<file path="src/rtl/core/gga_pkg.sv">
`default_nettype none

package gga_pkg;

  // default values for the top level parameters
  localparam int GGA_FIELD_LIMIT = 15;
  localparam int GGA_FRAC_DIGITS = 4;

  // payload widths
  localparam int BYTE_W  = 8;
  localparam int KIND_W  = 3;
  localparam int VALUE_W = 31;
  localparam int INT_W   = 32;
  localparam int DIGIT_W = 4;
  localparam int MAG_W   = 30;
  localparam int POS_W   = 3;
  localparam int FC_W    = 4;

  localparam logic [MAG_W-1:0] VALUE_CAP = 30'd1000000000;

  // characters
  localparam logic [BYTE_W-1:0] CH_DOLLAR = 8'h24;
  localparam logic [BYTE_W-1:0] CH_STAR   = 8'h2A;
  localparam logic [BYTE_W-1:0] CH_COMMA  = 8'h2C;
  localparam logic [BYTE_W-1:0] CH_G      = 8'h47;
  localparam logic [BYTE_W-1:0] CH_DOT    = 8'h2E;
  localparam logic [BYTE_W-1:0] CH_MINUS  = 8'h2D;
  localparam logic [BYTE_W-1:0] CH_ZERO   = 8'h30;
  localparam logic [BYTE_W-1:0] CH_NINE   = 8'h39;

  // sentence positions: the two id characters must both be G
  localparam logic [POS_W-1:0] POS_START    = 3'd1;
  localparam logic [POS_W-1:0] POS_ID_FIRST = 3'd3;
  localparam logic [POS_W-1:0] POS_ID_LAST  = 3'd4;
  localparam logic [POS_W-1:0] POS_SAT      = 3'd5;

  // field counts whose closing comma gives a result, and the count at which fc saturates
  localparam logic [FC_W-1:0] FC_TIME = 4'd1;
  localparam logic [FC_W-1:0] FC_LAT  = 4'd2;
  localparam logic [FC_W-1:0] FC_LON  = 4'd4;
  localparam logic [FC_W-1:0] FC_SATS = 4'd7;
  localparam logic [FC_W-1:0] FC_ALT  = 4'd9;
  localparam logic [FC_W-1:0] FC_SAT  = 4'd10;

  typedef enum logic [KIND_W-1:0] {
    KIND_TIME = 3'd0,
    KIND_LAT  = 3'd1,
    KIND_LON  = 3'd2,
    KIND_SATS = 3'd3,
    KIND_ALT  = 3'd4
  } gga_kind_t;

  typedef struct packed {
    logic      valid;
    gga_kind_t kind;
    logic      negate;
  } gga_ctl_t;

  function automatic int gga_pow10(input int n);
    int p;
    p = 1;
    for (int i = 0; i < n; i++) begin
      p = p * 10;
    end
    return p;
  endfunction

  function automatic int gga_frac_w(input int n);
    return $clog2(gga_pow10(n));
  endfunction

endpackage

`default_nettype wire

</file>
<file path="src/rtl/core/gga_channels.sv">
`default_nettype none

interface gga_rx_if;
  logic                         valid;
  logic                         ready;
  logic [gga_pkg::BYTE_W-1:0]   rx_byte;
  modport source (output valid, output rx_byte, input ready);
  modport sink (input valid, input rx_byte, output ready);
endinterface

interface gga_res_if;
  logic                                valid;
  logic                                ready;
  logic [gga_pkg::KIND_W-1:0]          field_kind;
  logic signed [gga_pkg::VALUE_W-1:0]  field_value;
  modport source (output valid, output field_kind, output field_value, input ready);
  modport sink (input valid, input field_kind, input field_value, output ready);
endinterface

interface gga_cfg_if;
  logic valid;
  logic ready;
  logic west_longitude;
  modport source (output valid, output west_longitude, input ready);
  modport sink (input valid, input west_longitude, output ready);
endinterface

`default_nettype wire

</file>
<file path="src/rtl/core/gga_parser.sv">
`default_nettype none

module gga_parser #(
  parameter int FIELD_LIMIT = gga_pkg::GGA_FIELD_LIMIT,
  parameter int FRAC_DIGITS = gga_pkg::GGA_FRAC_DIGITS
) (
  input  logic                                         clk,
  input  logic                                         rst,
  gga_rx_if.sink                                       rx,
  gga_cfg_if.sink                                      cfg,
  input  logic                                         adv,
  output gga_pkg::gga_ctl_t                            snap_ctl,
  output logic [gga_pkg::INT_W-1:0]                    snap_int,
  output logic [gga_pkg::gga_frac_w(FRAC_DIGITS)-1:0]  snap_frac,
  output logic [$clog2(FRAC_DIGITS+1)-1:0]             snap_fdig,
  output logic [gga_pkg::DIGIT_W-1:0]                  snap_first
);
  import gga_pkg::*;

  localparam int FRAC_W  = gga_frac_w(FRAC_DIGITS);
  localparam int FD_W    = $clog2(FRAC_DIGITS + 1);
  localparam int CHARS_W = $clog2(FIELD_LIMIT + 1);

  logic                in_valid;
  logic [BYTE_W-1:0]   in_byte;
  logic                west;

  logic                in_sentence, in_sentence_next;
  logic [POS_W-1:0]    pos, pos_next;
  logic [FC_W-1:0]     fc, fc_next;
  logic [CHARS_W-1:0]  chars, chars_next;
  logic [INT_W-1:0]    int_acc, int_next;
  logic [FRAC_W-1:0]   frac_acc, frac_next;
  logic [FD_W-1:0]     fdig, fdig_next;
  logic [DIGIT_W-1:0]  first, first_next;
  logic                dot, dot_next;
  logic                minus, minus_next;

  logic                go;
  logic                emit;
  gga_kind_t           kind;
  logic                negate;
  logic                id_bad;
  logic [POS_W-1:0]    pos_inc;
  logic [DIGIT_W-1:0]  digit;
  logic [INT_W+3:0]    int_wide;

  assign rx.ready  = adv;
  assign cfg.ready = 1'b1;
  assign go        = adv && in_valid;

  assign digit    = in_byte[DIGIT_W-1:0];
  assign int_wide = {4'b0, int_acc} * (INT_W+4)'(10) + (INT_W+4)'(digit);
  assign id_bad   = (pos == POS_ID_FIRST || pos == POS_ID_LAST) && in_byte != CH_G;
  assign pos_inc  = (pos == POS_SAT) ? pos : pos + 3'd1;

  always_comb begin
    in_sentence_next = in_sentence;
    pos_next         = pos;
    fc_next          = fc;
    chars_next       = chars;
    int_next         = int_acc;
    frac_next        = frac_acc;
    fdig_next        = fdig;
    first_next       = first;
    dot_next         = dot;
    minus_next       = minus;
    emit             = 1'b0;
    kind             = KIND_TIME;
    negate           = minus;

    if (in_byte == CH_DOLLAR) begin
      in_sentence_next = 1'b1;
      pos_next         = POS_START;
      fc_next          = '0;
      chars_next       = '0;
      int_next         = '0;
      frac_next        = '0;
      fdig_next        = '0;
      first_next       = '0;
      dot_next         = 1'b0;
      minus_next       = 1'b0;
    end else if (in_byte == CH_STAR) begin
      in_sentence_next = 1'b0;
      fc_next          = '0;
    end else if (in_sentence) begin
      pos_next = pos_inc;
      if (id_bad) begin
        in_sentence_next = 1'b0;
      end
      if (in_byte == CH_COMMA) begin
        case (fc)
          FC_TIME: begin
            emit = 1'b1;
            kind = KIND_TIME;
          end
          FC_LAT: begin
            emit = 1'b1;
            kind = KIND_LAT;
          end
          FC_LON: begin
            emit   = 1'b1;
            kind   = KIND_LON;
            negate = minus ^ west;
          end
          FC_SATS: begin
            emit = 1'b1;
            kind = KIND_SATS;
          end
          FC_ALT: begin
            emit = 1'b1;
            kind = KIND_ALT;
          end
          default: begin
            emit = 1'b0;
          end
        endcase
        if (fc != FC_SAT) begin
          fc_next = fc + 4'd1;
        end
        chars_next = '0;
        int_next   = '0;
        frac_next  = '0;
        fdig_next  = '0;
        first_next = '0;
        dot_next   = 1'b0;
        minus_next = 1'b0;
      end else if (!id_bad && chars < CHARS_W'(FIELD_LIMIT)) begin
        if (in_byte inside {[CH_ZERO:CH_NINE]}) begin
          if (!dot) begin
            int_next = (|int_wide[INT_W+3:INT_W]) ? '1 : int_wide[INT_W-1:0];
          end else if (fdig < FD_W'(FRAC_DIGITS)) begin
            frac_next = frac_acc * FRAC_W'(10) + FRAC_W'(digit);
            fdig_next = fdig + FD_W'(1);
            if (fdig == '0) begin
              first_next = digit;
            end
          end
        end else if (in_byte == CH_DOT) begin
          dot_next = 1'b1;
        end else if (in_byte == CH_MINUS && chars == '0) begin
          minus_next = 1'b1;
        end
        chars_next = chars + CHARS_W'(1);
      end
    end
  end

  always_ff @(posedge clk) begin
    if (rst) begin
      in_valid <= 1'b0;
    end else if (adv) begin
      in_valid <= rx.valid;
    end
    if (adv && rx.valid) begin
      in_byte <= rx.rx_byte;
    end
  end

  always_ff @(posedge clk) begin
    if (rst) begin
      west        <= 1'b1;
      in_sentence <= 1'b0;
      pos         <= '0;
      fc          <= '0;
      chars       <= '0;
      int_acc     <= '0;
      frac_acc    <= '0;
      fdig        <= '0;
      first       <= '0;
      dot         <= 1'b0;
      minus       <= 1'b0;
    end else begin
      if (cfg.valid) begin
        west <= cfg.west_longitude;
      end
      if (go) begin
        in_sentence <= in_sentence_next;
        pos         <= pos_next;
        fc          <= fc_next;
        chars       <= chars_next;
        int_acc     <= int_next;
        frac_acc    <= frac_next;
        fdig        <= fdig_next;
        first       <= first_next;
        dot         <= dot_next;
        minus       <= minus_next;
      end
    end
  end

  // snapshot of the closed field, taken before it is cleared
  always_ff @(posedge clk) begin
    if (rst) begin
      snap_ctl.valid <= 1'b0;
    end else if (adv) begin
      snap_ctl.valid <= go && emit;
    end
    if (go) begin
      snap_ctl.kind   <= kind;
      snap_ctl.negate <= negate;
      snap_int        <= int_acc;
      snap_frac       <= frac_acc;
      snap_fdig       <= fdig;
      snap_first      <= first;
    end
  end

endmodule

`default_nettype wire

</file>
<file path="src/rtl/core/gga_convert.sv">
`default_nettype none

module gga_convert #(
  parameter int FRAC_DIGITS = gga_pkg::GGA_FRAC_DIGITS
) (
  input  logic                                         clk,
  input  logic                                         rst,
  input  gga_pkg::gga_ctl_t                            snap_ctl,
  input  logic [gga_pkg::INT_W-1:0]                    snap_int,
  input  logic [gga_pkg::gga_frac_w(FRAC_DIGITS)-1:0]  snap_frac,
  input  logic [$clog2(FRAC_DIGITS+1)-1:0]             snap_fdig,
  input  logic [gga_pkg::DIGIT_W-1:0]                  snap_first,
  gga_res_if.source                                    result,
  output logic                                         adv
);
  import gga_pkg::*;

  localparam int FRAC_W = gga_frac_w(FRAC_DIGITS);
  localparam int FD_W   = $clog2(FRAC_DIGITS + 1);
  localparam int FRAC_P = gga_pow10(FRAC_DIGITS);

  // degrees = int / 100 = (int >> 2) / 25 by reciprocal, exact for 30-bit operands
  localparam int                DEG_SH  = 35;
  localparam longint unsigned   DEG_RCP = 64'd1374389535;
  localparam int                DEG_W   = 26;
  localparam int                DEG_PW  = 61;
  localparam int                REM_W   = 7;
  localparam logic [DEG_W-1:0]  DEG_CAP = 26'd1000;
  localparam logic [MAG_W-1:0]  MICRO   = 30'd1000000;
  localparam logic [INT_W-1:0]  ALT_CAP = 32'd100000000;

  // minutes * 1e6 / (60 * 10^frac) reduced to x * num / den
  localparam int COORD_DEN = (FRAC_DIGITS <= 4) ? 3 : ((FRAC_DIGITS == 5) ? 6 : 60);
  localparam int COORD_NUM = (1000000 * COORD_DEN) / (60 * FRAC_P);
  localparam int MIN_W     = $clog2(100 * FRAC_P);
  localparam longint unsigned X_MAX = longint'(100 * FRAC_P - 1) * longint'(COORD_NUM);
  localparam int X_W       = $clog2(X_MAX + 1);
  localparam int COORD_SH  = X_W + $clog2(COORD_DEN);
  localparam longint unsigned COORD_RCP =
    ((64'd1 << COORD_SH) + longint'(COORD_DEN) - 64'd1) / longint'(COORD_DEN);
  localparam int RCP_W     = $clog2(COORD_RCP + 1);
  localparam int PR_W      = X_W + RCP_W;
  localparam int FP_W      = 21;

  gga_ctl_t            s1_ctl, s2_ctl, s3_ctl, s4_ctl;
  logic [DEG_W-1:0]    s1_deg;
  logic [REM_W-1:0]    s1_int_lo;
  logic [FRAC_W-1:0]   s1_frac;
  logic [MAG_W-1:0]    s1_plain, s2_plain, s3_plain, s4_plain;
  logic [MAG_W-1:0]    s2_degm, s3_degm, s4_degm;
  logic [MIN_W-1:0]    s2_mins;
  logic [X_W-1:0]      s3_x;
  logic [FP_W-1:0]     s4_fp;

  logic                out_valid;
  logic [DEG_PW-1:0]   deg_prod;
  logic [FD_W-1:0]     pad;
  logic [FRAC_W-1:0]   frac_scaled;
  logic [MAG_W-1:0]    plain;
  logic [REM_W-1:0]    rem;
  logic [PR_W-1:0]     fp_prod;
  logic [MAG_W:0]      coord_sum;
  logic [MAG_W-1:0]    mag;
  logic [VALUE_W-1:0]  mag_ext;
  logic                is_coord;

  assign adv          = !out_valid || result.ready;
  assign result.valid = out_valid;

  // stage 1: degrees, padded fraction, plain values
  assign deg_prod = DEG_PW'(snap_int[INT_W-1:2]) * DEG_PW'(DEG_RCP);
  assign pad      = FD_W'(FRAC_DIGITS) - snap_fdig;

  always_comb begin
    frac_scaled = snap_frac;
    for (int i = 0; i <= FRAC_DIGITS; i++) begin
      if (pad == FD_W'(i)) begin
        frac_scaled = FRAC_W'(32'(snap_frac) * 32'(gga_pow10(i)));
      end
    end
  end

  always_comb begin
    case (snap_ctl.kind)
      KIND_ALT: begin
        if (snap_int >= ALT_CAP) begin
          plain = VALUE_CAP;
        end else begin
          plain = MAG_W'(snap_int) * MAG_W'(10) + MAG_W'(snap_first);
        end
      end
      default: begin
        plain = (snap_int > INT_W'(VALUE_CAP)) ? VALUE_CAP : MAG_W'(snap_int);
      end
    endcase
  end

  // stage 2: minutes remainder from the low bits only, since it stays below 128
  assign rem = s1_int_lo - REM_W'(s1_deg[REM_W-1:0] * 7'd100);

  // stage 4: divide by the reduced denominator
  assign fp_prod = PR_W'(s3_x) * PR_W'(COORD_RCP);

  // output: sum, saturate, sign
  assign is_coord  = s4_ctl.kind == KIND_LAT || s4_ctl.kind == KIND_LON;
  assign coord_sum = {1'b0, s4_degm} + (MAG_W+1)'(s4_fp);

  always_comb begin
    if (!is_coord) begin
      mag = s4_plain;
    end else if (coord_sum > {1'b0, VALUE_CAP}) begin
      mag = VALUE_CAP;
    end else begin
      mag = coord_sum[MAG_W-1:0];
    end
  end

  assign mag_ext = {1'b0, mag};

  always_ff @(posedge clk) begin
    if (rst) begin
      s1_ctl.valid <= 1'b0;
      s2_ctl.valid <= 1'b0;
      s3_ctl.valid <= 1'b0;
      s4_ctl.valid <= 1'b0;
      out_valid    <= 1'b0;
    end else if (adv) begin
      s1_ctl.valid <= snap_ctl.valid;
      s2_ctl.valid <= s1_ctl.valid;
      s3_ctl.valid <= s2_ctl.valid;
      s4_ctl.valid <= s3_ctl.valid;
      out_valid    <= s4_ctl.valid;
    end
    if (adv) begin
      s1_ctl.kind   <= snap_ctl.kind;
      s1_ctl.negate <= snap_ctl.negate;
      s1_deg        <= deg_prod[DEG_SH +: DEG_W];
      s1_int_lo     <= snap_int[REM_W-1:0];
      s1_frac       <= frac_scaled;
      s1_plain      <= plain;

      s2_ctl.kind   <= s1_ctl.kind;
      s2_ctl.negate <= s1_ctl.negate;
      s2_degm       <= (s1_deg >= DEG_CAP) ? VALUE_CAP : MAG_W'(s1_deg) * MICRO;
      s2_mins       <= MIN_W'(rem) * MIN_W'(FRAC_P) + MIN_W'(s1_frac);
      s2_plain      <= s1_plain;

      s3_ctl.kind   <= s2_ctl.kind;
      s3_ctl.negate <= s2_ctl.negate;
      s3_x          <= X_W'(s2_mins) * X_W'(COORD_NUM);
      s3_degm       <= s2_degm;
      s3_plain      <= s2_plain;

      s4_ctl.kind   <= s3_ctl.kind;
      s4_ctl.negate <= s3_ctl.negate;
      s4_fp         <= FP_W'(fp_prod >> COORD_SH);
      s4_degm       <= s3_degm;
      s4_plain      <= s3_plain;
    end
    if (adv && s4_ctl.valid) begin
      result.field_kind  <= KIND_W'(s4_ctl.kind);
      result.field_value <= $signed(s4_ctl.negate ? (~mag_ext + VALUE_W'(1)) : mag_ext);
    end
  end

endmodule

`default_nettype wire

</file>
<file path="src/rtl/core/nmea_gga_field_parser_unit.sv">
`default_nettype none

// channel  dir  payload                          transaction when
// rx       in   rx_byte[7:0]                     rx.valid && rx.ready
// cfg      in   west_longitude                   cfg.valid && cfg.ready
// result   out  field_kind[2:0], field_value[30:0] signed   result.valid && result.ready
//
// one byte per cycle unless the stages stall; each result follows the comma that closes its field through the pipeline
// the pipeline is input register, parse stage, four conversion stages and the result register
// all stages stall together while a result waits in the result register
// cfg is always ready; reset is synchronous, clears the parse state and sets west_longitude

module nmea_gga_field_parser_unit #(
  parameter int FIELD_LIMIT = gga_pkg::GGA_FIELD_LIMIT,
  parameter int FRAC_DIGITS = gga_pkg::GGA_FRAC_DIGITS
) (
  input  logic       clk,
  input  logic       rst,
  gga_rx_if.sink     rx,
  gga_cfg_if.sink    cfg,
  gga_res_if.source  result
);
  import gga_pkg::*;

  localparam int FRAC_W = gga_frac_w(FRAC_DIGITS);
  localparam int FD_W   = $clog2(FRAC_DIGITS + 1);

  logic                adv;
  gga_ctl_t            snap_ctl;
  logic [INT_W-1:0]    snap_int;
  logic [FRAC_W-1:0]   snap_frac;
  logic [FD_W-1:0]     snap_fdig;
  logic [DIGIT_W-1:0]  snap_first;

  gga_parser #(
    .FIELD_LIMIT (FIELD_LIMIT),
    .FRAC_DIGITS (FRAC_DIGITS)
  ) u_parser (
    .clk        (clk),
    .rst        (rst),
    .rx         (rx),
    .cfg        (cfg),
    .adv        (adv),
    .snap_ctl   (snap_ctl),
    .snap_int   (snap_int),
    .snap_frac  (snap_frac),
    .snap_fdig  (snap_fdig),
    .snap_first (snap_first)
  );

  gga_convert #(
    .FRAC_DIGITS (FRAC_DIGITS)
  ) u_convert (
    .clk        (clk),
    .rst        (rst),
    .snap_ctl   (snap_ctl),
    .snap_int   (snap_int),
    .snap_frac  (snap_frac),
    .snap_fdig  (snap_fdig),
    .snap_first (snap_first),
    .result     (result),
    .adv        (adv)
  );

endmodule

`default_nettype wire

</file>
<file path="src/flat_wrapper.sv">
// flat-port wrapper written by rule: the top's interface ports become plain ports
module nmea_gga_field_parser_unit_flat import gga_pkg::*;
#(
  parameter int FIELD_LIMIT = gga_pkg::GGA_FIELD_LIMIT,
  parameter int FRAC_DIGITS = gga_pkg::GGA_FRAC_DIGITS
)
  (clk, rst, rx_valid, rx_rx_byte, rx_ready, cfg_valid, cfg_west_longitude, cfg_ready, result_valid, result_field_kind, result_field_value, result_ready);
  gga_rx_if rx_i ();
  gga_cfg_if cfg_i ();
  gga_res_if result_i ();
  input  logic clk;
  input  logic rst;
  input wire logic [$bits(rx_i.valid)-1:0] rx_valid;
  input wire logic [$bits(rx_i.rx_byte)-1:0] rx_rx_byte;
  output wire logic [$bits(rx_i.ready)-1:0] rx_ready;
  input wire logic [$bits(cfg_i.valid)-1:0] cfg_valid;
  input wire logic [$bits(cfg_i.west_longitude)-1:0] cfg_west_longitude;
  output wire logic [$bits(cfg_i.ready)-1:0] cfg_ready;
  output wire logic [$bits(result_i.valid)-1:0] result_valid;
  output wire logic [$bits(result_i.field_kind)-1:0] result_field_kind;
  output wire logic [$bits(result_i.field_value)-1:0] result_field_value;
  input wire logic [$bits(result_i.ready)-1:0] result_ready;
  assign rx_i.valid = rx_valid;
  assign rx_i.rx_byte = rx_rx_byte;
  assign rx_ready = rx_i.ready;
  assign cfg_i.valid = cfg_valid;
  assign cfg_i.west_longitude = cfg_west_longitude;
  assign cfg_ready = cfg_i.ready;
  assign result_valid = result_i.valid;
  assign result_field_kind = result_i.field_kind;
  assign result_field_value = result_i.field_value;
  assign result_i.ready = result_ready;
  nmea_gga_field_parser_unit #(.FIELD_LIMIT(FIELD_LIMIT), .FRAC_DIGITS(FRAC_DIGITS)) u_core (.clk(clk), .rst(rst), .rx(rx_i), .cfg(cfg_i), .result(result_i));
endmodule
</file>
<file path="config.mk">
export PLATFORM = sky130hd
export DESIGN_NAME = nmea_gga_field_parser_unit_flat
export DESIGN_NICKNAME = d
export VERILOG_FILES = /design/src/rtl/core/gga_pkg.sv /design/src/rtl/core/gga_channels.sv /design/src/rtl/core/gga_parser.sv /design/src/rtl/core/gga_convert.sv /design/src/rtl/core/nmea_gga_field_parser_unit.sv /design/src/flat_wrapper.sv
export SDC_FILE = /design/constraint.sdc
export NUM_CORES = 2
export LEC_CHECK = 0
export BUFFER_PORTS_ARGS = -buffer_cell sky130_fd_sc_hd__buf_2
export CORE_UTILIZATION = 39
export DETAILED_ROUTE_END_ITERATION = 6
export PLACE_DENSITY = 0.59
export SYNTH_ARGS = -nofsm -noshare
export SYNTH_HDL_FRONTEND = slang
export SYNTH_HIERARCHICAL = 1
export SYNTH_SLANG_ARGS = --single-unit
</file>
<file path="constraint.sdc">
create_clock -name clk -period 17.4 [get_ports clk]
set_clock_uncertainty 0.2 [all_clocks]
set_input_delay 0 -clock clk [delete_from_list [all_inputs] [get_ports clk]]
set_output_delay 0 -clock clk [all_outputs]
set_load 0.02 [all_outputs]
</file>
; ---- After elaboration in Yosys (flattened, before gate mapping)
; Index checks and enable logic that the tools add are counted.
[op_classes]
mux = 87
multipliers = 13
reduce_logical = 40
n_addsub = 12
bitwise_logic = 4
n_lt_le_gt_ge = 8
eq_ne = 27
[ops]
columns = op, count
row1 = 32-bit two-way mux, 8
row2 = 30-bit two-way mux, 6
row3 = 14-bit two-way mux, 12
row4 = 4-bit two-way mux, 19
row5 = "30-bit by 31-bit multiplier with 61-bit output, second input constant", 1
row6 = "23-bit by 24-bit multiplier with 46-bit output, second input constant", 1
row7 = "8-bit by 6-bit == test with 1-bit output, second input constant", 5
row8 = 36-bit by 4-bit adder with 36-bit output, 1
row9 = 3-bit two-way mux, 12
row10 = "32-bit by 3-bit multiplier with 35-bit output, second input constant", 1
row11 = "32-bit by 27-bit greater-or-equal comparator with 1-bit output, second input constant", 1
row12 = "32-bit by 30-bit greater-than comparator with 1-bit output, second input constant", 1
row13 = 30-bit by 21-bit adder with 31-bit output, 1
row14 = "31-bit by 1-bit adder with 31-bit output, second input constant", 1
row15 = "31-bit by 30-bit greater-than comparator with 1-bit output, second input constant", 1
row16 = 30-bit NOT with 31-bit output, 1
row17 = 30-bit by 4-bit adder with 30-bit output, 1
row18 = "30-bit by 3-bit multiplier with 29-bit output, second input constant", 1
row19 = 3-bit nonzero test, 10
row20 = 1-bit two-way mux, 29
row21 = "14-bit by 3-bit multiplier with 13-bit output, second input constant", 2
row22 = "26-bit by 10-bit greater-or-equal comparator with 1-bit output, second input constant", 1
row23 = "26-bit by 14-bit multiplier with 24-bit output, second input constant", 1
row24 = "20-bit by 3-bit multiplier with 23-bit output, second input constant", 1
row25 = other kinds (45), 73
[totals]
reg_bits = 511
inputBits = 14
elab_cells = 245
output_inout_bits = 37

; ---- Logic depth before layout (Yosys ltp)
[logic_depth]
ltp_word = 11
mapped_depth = 30
depth_no_buf = 30

; ---- By module
; The synthesis kept the hierarchy.
[modules_own_cells]
columns = module, cells_per_inst, seq_area_each_um2, instances, area_per_inst_um2
row1 = gga_convert, 4246, 10700.3, 1, 45432.3
row2 = gga_parser, 956, 3353.2, 1, 9054.9

; ---- Least setup slack after synthesis
; Ideal clock, no wire load.
[synth_path]
path_type = reg-to-reg
from = register u_core.u_convert.out_valid (netlist: u_core/u_convert/result.valid)
to = register u_core.u_parser.int_acc[28]
synth_period_minus_slack_ns = 14.291
path_slack_ns = 3.109
arrival_time_ns = 13.969
setup_time_ns = 0.122
required_ns = 17.078
stages_incl_launch_ff = 11
n_path_buf = 2
cell_sequence = dfxtp_1 > nand2b_1 > clkbuf_1 > nand2_1 > inv_1 > o21ai_1 > a311o_1 > o21ai_0 > a21oi_1 > clkbuf_1 > a221o_1
[synth_via]
elab_chain_cells = 4
[synth_rtl]
columns = element, line_no
row1 = from (decl), gga_convert.sv:55  ; logic out_valid;
row2 = from (signal assigned), gga_convert.sv:132  ; out_valid <= s4_ctl.valid;
row3 = 1-bit zero test, gga_convert.sv:67  ; assign adv = !out_valid || result.ready;
row4 = 1-bit logical OR, gga_convert.sv:67
row5 = named net u_core.adv, nmea_gga_field_parser_unit.sv:28  ; logic adv;
row6 = 1-bit logical AND, gga_parser.sv:50  ; assign go = adv && in_valid;
row7 = named net u_core.u_parser.go, gga_parser.sv:39  ; logic go;
row8 = 6-bit AND reduction (no source line), -
row9 = to (signal assigned), gga_parser.sv:182  ; int_acc <= int_next;
row10 = to (decl), gga_parser.sv:32  ; logic [INT_W-1:0] int_acc, int_next;
; The timed path passes the listed nets, and every way through them passes these cells.
; A chain may end at the register's enable or synchronous reset.

; ---- Final worst setup path
[layout_path]
from = register u_core/u_parser/snap_int[29] (netlist name)
to = register u_core.u_convert.s1_deg[25], data pin
[layout_via]
elab_chain_cells = 1
[layout_rtl]
columns = element, line_no
row1 = from (decl), gga_parser.sv:13  ; output logic [gga_pkg::INT_W-1:0] snap_int,
row2 = from (signal assigned), gga_parser.sv:202  ; snap_int <= int_acc;
row3 = 30-bit by 31-bit multiplier with 61-bit output, gga_convert.sv:71  ; assign deg_prod = DEG_PW'(snap_int[INT_W-1:2]) * DEG_PW'(DEG_RCP);
row4 = named net u_core.u_convert.deg_prod[60], gga_convert.sv:56  ; logic [DEG_PW-1:0] deg_prod;
row5 = to (signal assigned), gga_convert.sv:137  ; s1_deg <= deg_prod[DEG_SH +: DEG_W];
row6 = to (decl), gga_convert.sv:46  ; logic [DEG_W-1:0] s1_deg;
; The timed path passes the listed nets, and every way through them passes these cells.

==> impl_results.md <==
- CTS max path bufs: 3
- TritonCTS Buffers: 56
- Number of flops mapped to enable cells by yosys: 418
- Syn Nets: 6711
- Netlist cell types: 115
- CTS tree: built
- Area of the core: 0.138 mm^2
- RSZ-0062 raised after global routing: no
- Worst EP arrival: 9.41 ns
- Post-synthesis cell count: 5202
- Synth top cells by count: 1066 x inv_1, 918 x ha_1, 577 x fa_1
- Initial antenna violation count: 1
- Max Fanout on Critical Path: 8
- Layout cells sized above 1: 4.28%
- Min cycle time layout: 9.23 ns
- Antenna Violating Nets Remaining: 0
- CTS sink cnt: 493
- Filler cell count in the final layout: 13200
- Clk slew on worst S/H paths: 0.08 ns
- Register bit total from synthesis: 493
- Final count of pins violating max slew: 0
- Routed len/inst: 18.7 um
- Top FF cell, synth: edfxtp_1
- Worst hold path class: flop to flop
- Outcome: finished, final reports clean
- Resize count post-CTS: 0
- Row cnt: 136
- Kind of start point of the critical path: flop
- Clk_lat worst skew: 0.66 ns
- H-tree depth: 2
- Die X: 376 um
- GRT Util Overall: 19.3%
- DP HPWL: 113000 um
- Vias in the first global route: 37200
- Final Hold Vio Count: 0
- Largest net degree at the start of global routing: 76
- GPL Wtd Cong: 0.991
- Most common cell in the netlist: inv_1
- Clock root buffer: clkbuf_16
- Final WL: 134000 um
- Routed via count: 36400
- Vias/cell: 5.06
- Final setup viols: 0
- Initial core utilization: 39.5%
- Die ar.: 0.141 mm^2
- Port Buffers: 49
- Layout overhead on the synthesized area: 8.43%
- Synth top area share: 23.0%
- Crit share post-route: 53.0%
- Max Cap Viol: 0
- Synth Warn #: 6
- Initial drt markers: 2225
- Async S/R FF share, synth: 0%
- Worst-Margin Slew: 1.26 ns
- Final nets: 6789
- TNS Setup: 0 ns
- Avg Cell Area, Syn: 10.5 um^2
- CP required: 17.58 ns
- Rel. slew slack: 14.0%
- Sequential fraction of the synthesis area: 25.8%
- TritonRoute pass-1 iters: 7
- DR DRC count: 0
- First-pass GRT wire length: 213000 um
- Crit path capture type: flop
- Crit path kind: flop to flop
- Max Freq: 0.108 GHz
- GRT overflow: 0
- Synth area leaders: edfxtp_1 23%, fa_1 21%, ha_1 21%
- Dominant cell type by area after synthesis: edfxtp_1
- Syn Std Cell Area: 0.0545 mm^2
- IO Count: 51
- Die Span Y: 376 um
[critical path: stages, from the launching register on]
cell	delay, ns
edfxtp_1	0.61
inv_1	0.16
fa_1	0.78
inv_1	0.08
ha_1	0.35
fa_1	0.57
inv_1	0.06
fa_1	0.53
inv_1	0.06
fa_1	0.54
inv_1	0.06
fa_1	0.54
inv_1	0.06
fa_1	0.52
fa_1	0.50
ha_1	0.35
nand2_1	0.07
a211o_1	0.30
a2111o_1	0.38
nor3_1	0.64
o311a_1	0.37
a2111oi_0	0.18
nor3_1	0.40
o21ai_1	0.16
nand3_1	0.11
a31o_2	0.18
a21oi_1	0.08
xnor2_1	0.12
[cells by family after synthesis]
family	count (synthesis)	synth area share (%)
adders and majority gates	1495	42.3
buffers and inverters	1135	7.90
and+or+nand+nor	933	8.58
AOI/OAI and AO/OA	818	10.1
DFF	493	25.8
xor gates and xnor gates	303	4.90
muxes	24	0.450
other	1	0.00688
[layer usage]
metal,GRT usage (%),routed length (um)
met2,32.2,63400
met3,1.87,4470
met5,0,0
met4,5.12,3600
met1,26.8,62800
[repair_timing]
| item | 4_1_cts | 5_1_grt |
|---|---|---|
| hold buffers | 23 | 0 |
| hold endpoints to repair | 59 | 0 |
| setup buffers | 0 | 0 |
[worst paths after layout]
kind         cells after the start                                       start  slack (ns)                                      to
max reg2reg                     27      u_core/u_parser/snap_int[29]$_DFFE_PP_        8.17   u_core/u_convert/s1_deg[25]$_DFFE_PN_
min reg2reg                      0  u_core/u_convert/s2_degm[10]$_SDFFCE_PP0N_        0.21  u_core/u_convert/s3_degm[10]$_DFFE_PN_
max                             27      u_core/u_parser/snap_int[29]$_DFFE_PP_        8.17   u_core/u_convert/s1_deg[25]$_DFFE_PN_
min                              0  u_core/u_convert/s2_degm[10]$_SDFFCE_PP0N_        0.21  u_core/u_convert/s3_degm[10]$_DFFE_PN_
[cell type report]
cell class / instances / area (um^2) / area share, %
Multi-Input combinational cell: 3574 / 36200 / 61.2
Inverter: 1067 / 4010 / 6.78
Sequential cell: 493 / 14100 / 23.8
Timing Repair Buffer: 88 / 596 / 1.01
Tap cell: 1863 / 2330 / 3.95
Antenna cell: 3 / 7.51 / 0.0127
Clock buffer: 69 / 1530 / 2.60
Clock inverter: 37 / 390 / 0.661
[layout by cell type, fill, tap and decap left out, types with 27 or more instances in the layout]
cell type and count:
o21bai_1 36, inv_1 1065, xor2_1 97, xnor2_1 205, o21ai_0 150, edfxtp_1 418, clkbuf_16 59, nand2b_1 27
a21oi_1 222, o21a_1 44, nor2_1 227, a21o_1 84, ha_1 918, buf_2 49, nor3_1 93, nand4_1 31
nand3_1 77, a211oi_1 27, nor4_1 41, fa_1 577, and3_1 27, nand2_1 239, nor2b_1 28, dfxtp_1 75
[flip-flops by register name, summed over array words and instances, names as in the netlist, 21 cells and up]
name and flops:
u_core/u_convert/result.field_value 31, u_core/u_convert/s1_deg 26, u_core/u_convert/s1_plain 30, u_core/u_convert/s2_degm 24, u_core/u_convert/s2_plain 30, u_core/u_convert/s3_degm 24, u_core/u_convert/s3_plain 30, u_core/u_convert/s3_x 23
u_core/u_convert/s4_degm 24, u_core/u_convert/s4_fp 21, u_core/u_convert/s4_plain 30, u_core/u_parser/int_acc 32, u_core/u_parser/snap_int 32
[metrics by stage]
stage                     worst slack [ns]  cells  util [%]  hold WS (ns)  cell area, um^2
after floorplan                       3.11   5202         -        -0.131            54500
after global placement                8.25   7062      41.2       -0.0241            56900
after detailed placement              8.24   7062      41.2       -0.0212            56900
after CTS                             8.17   7191      42.8         0.194            59100
after global routing                  7.63   7191      42.8         0.216            59100
final                                 8.17   7194      42.8         0.211            59100
Power is not shown: default switching activity piles up to over one toggle a cycle in this logic, so the estimate is an artifact.
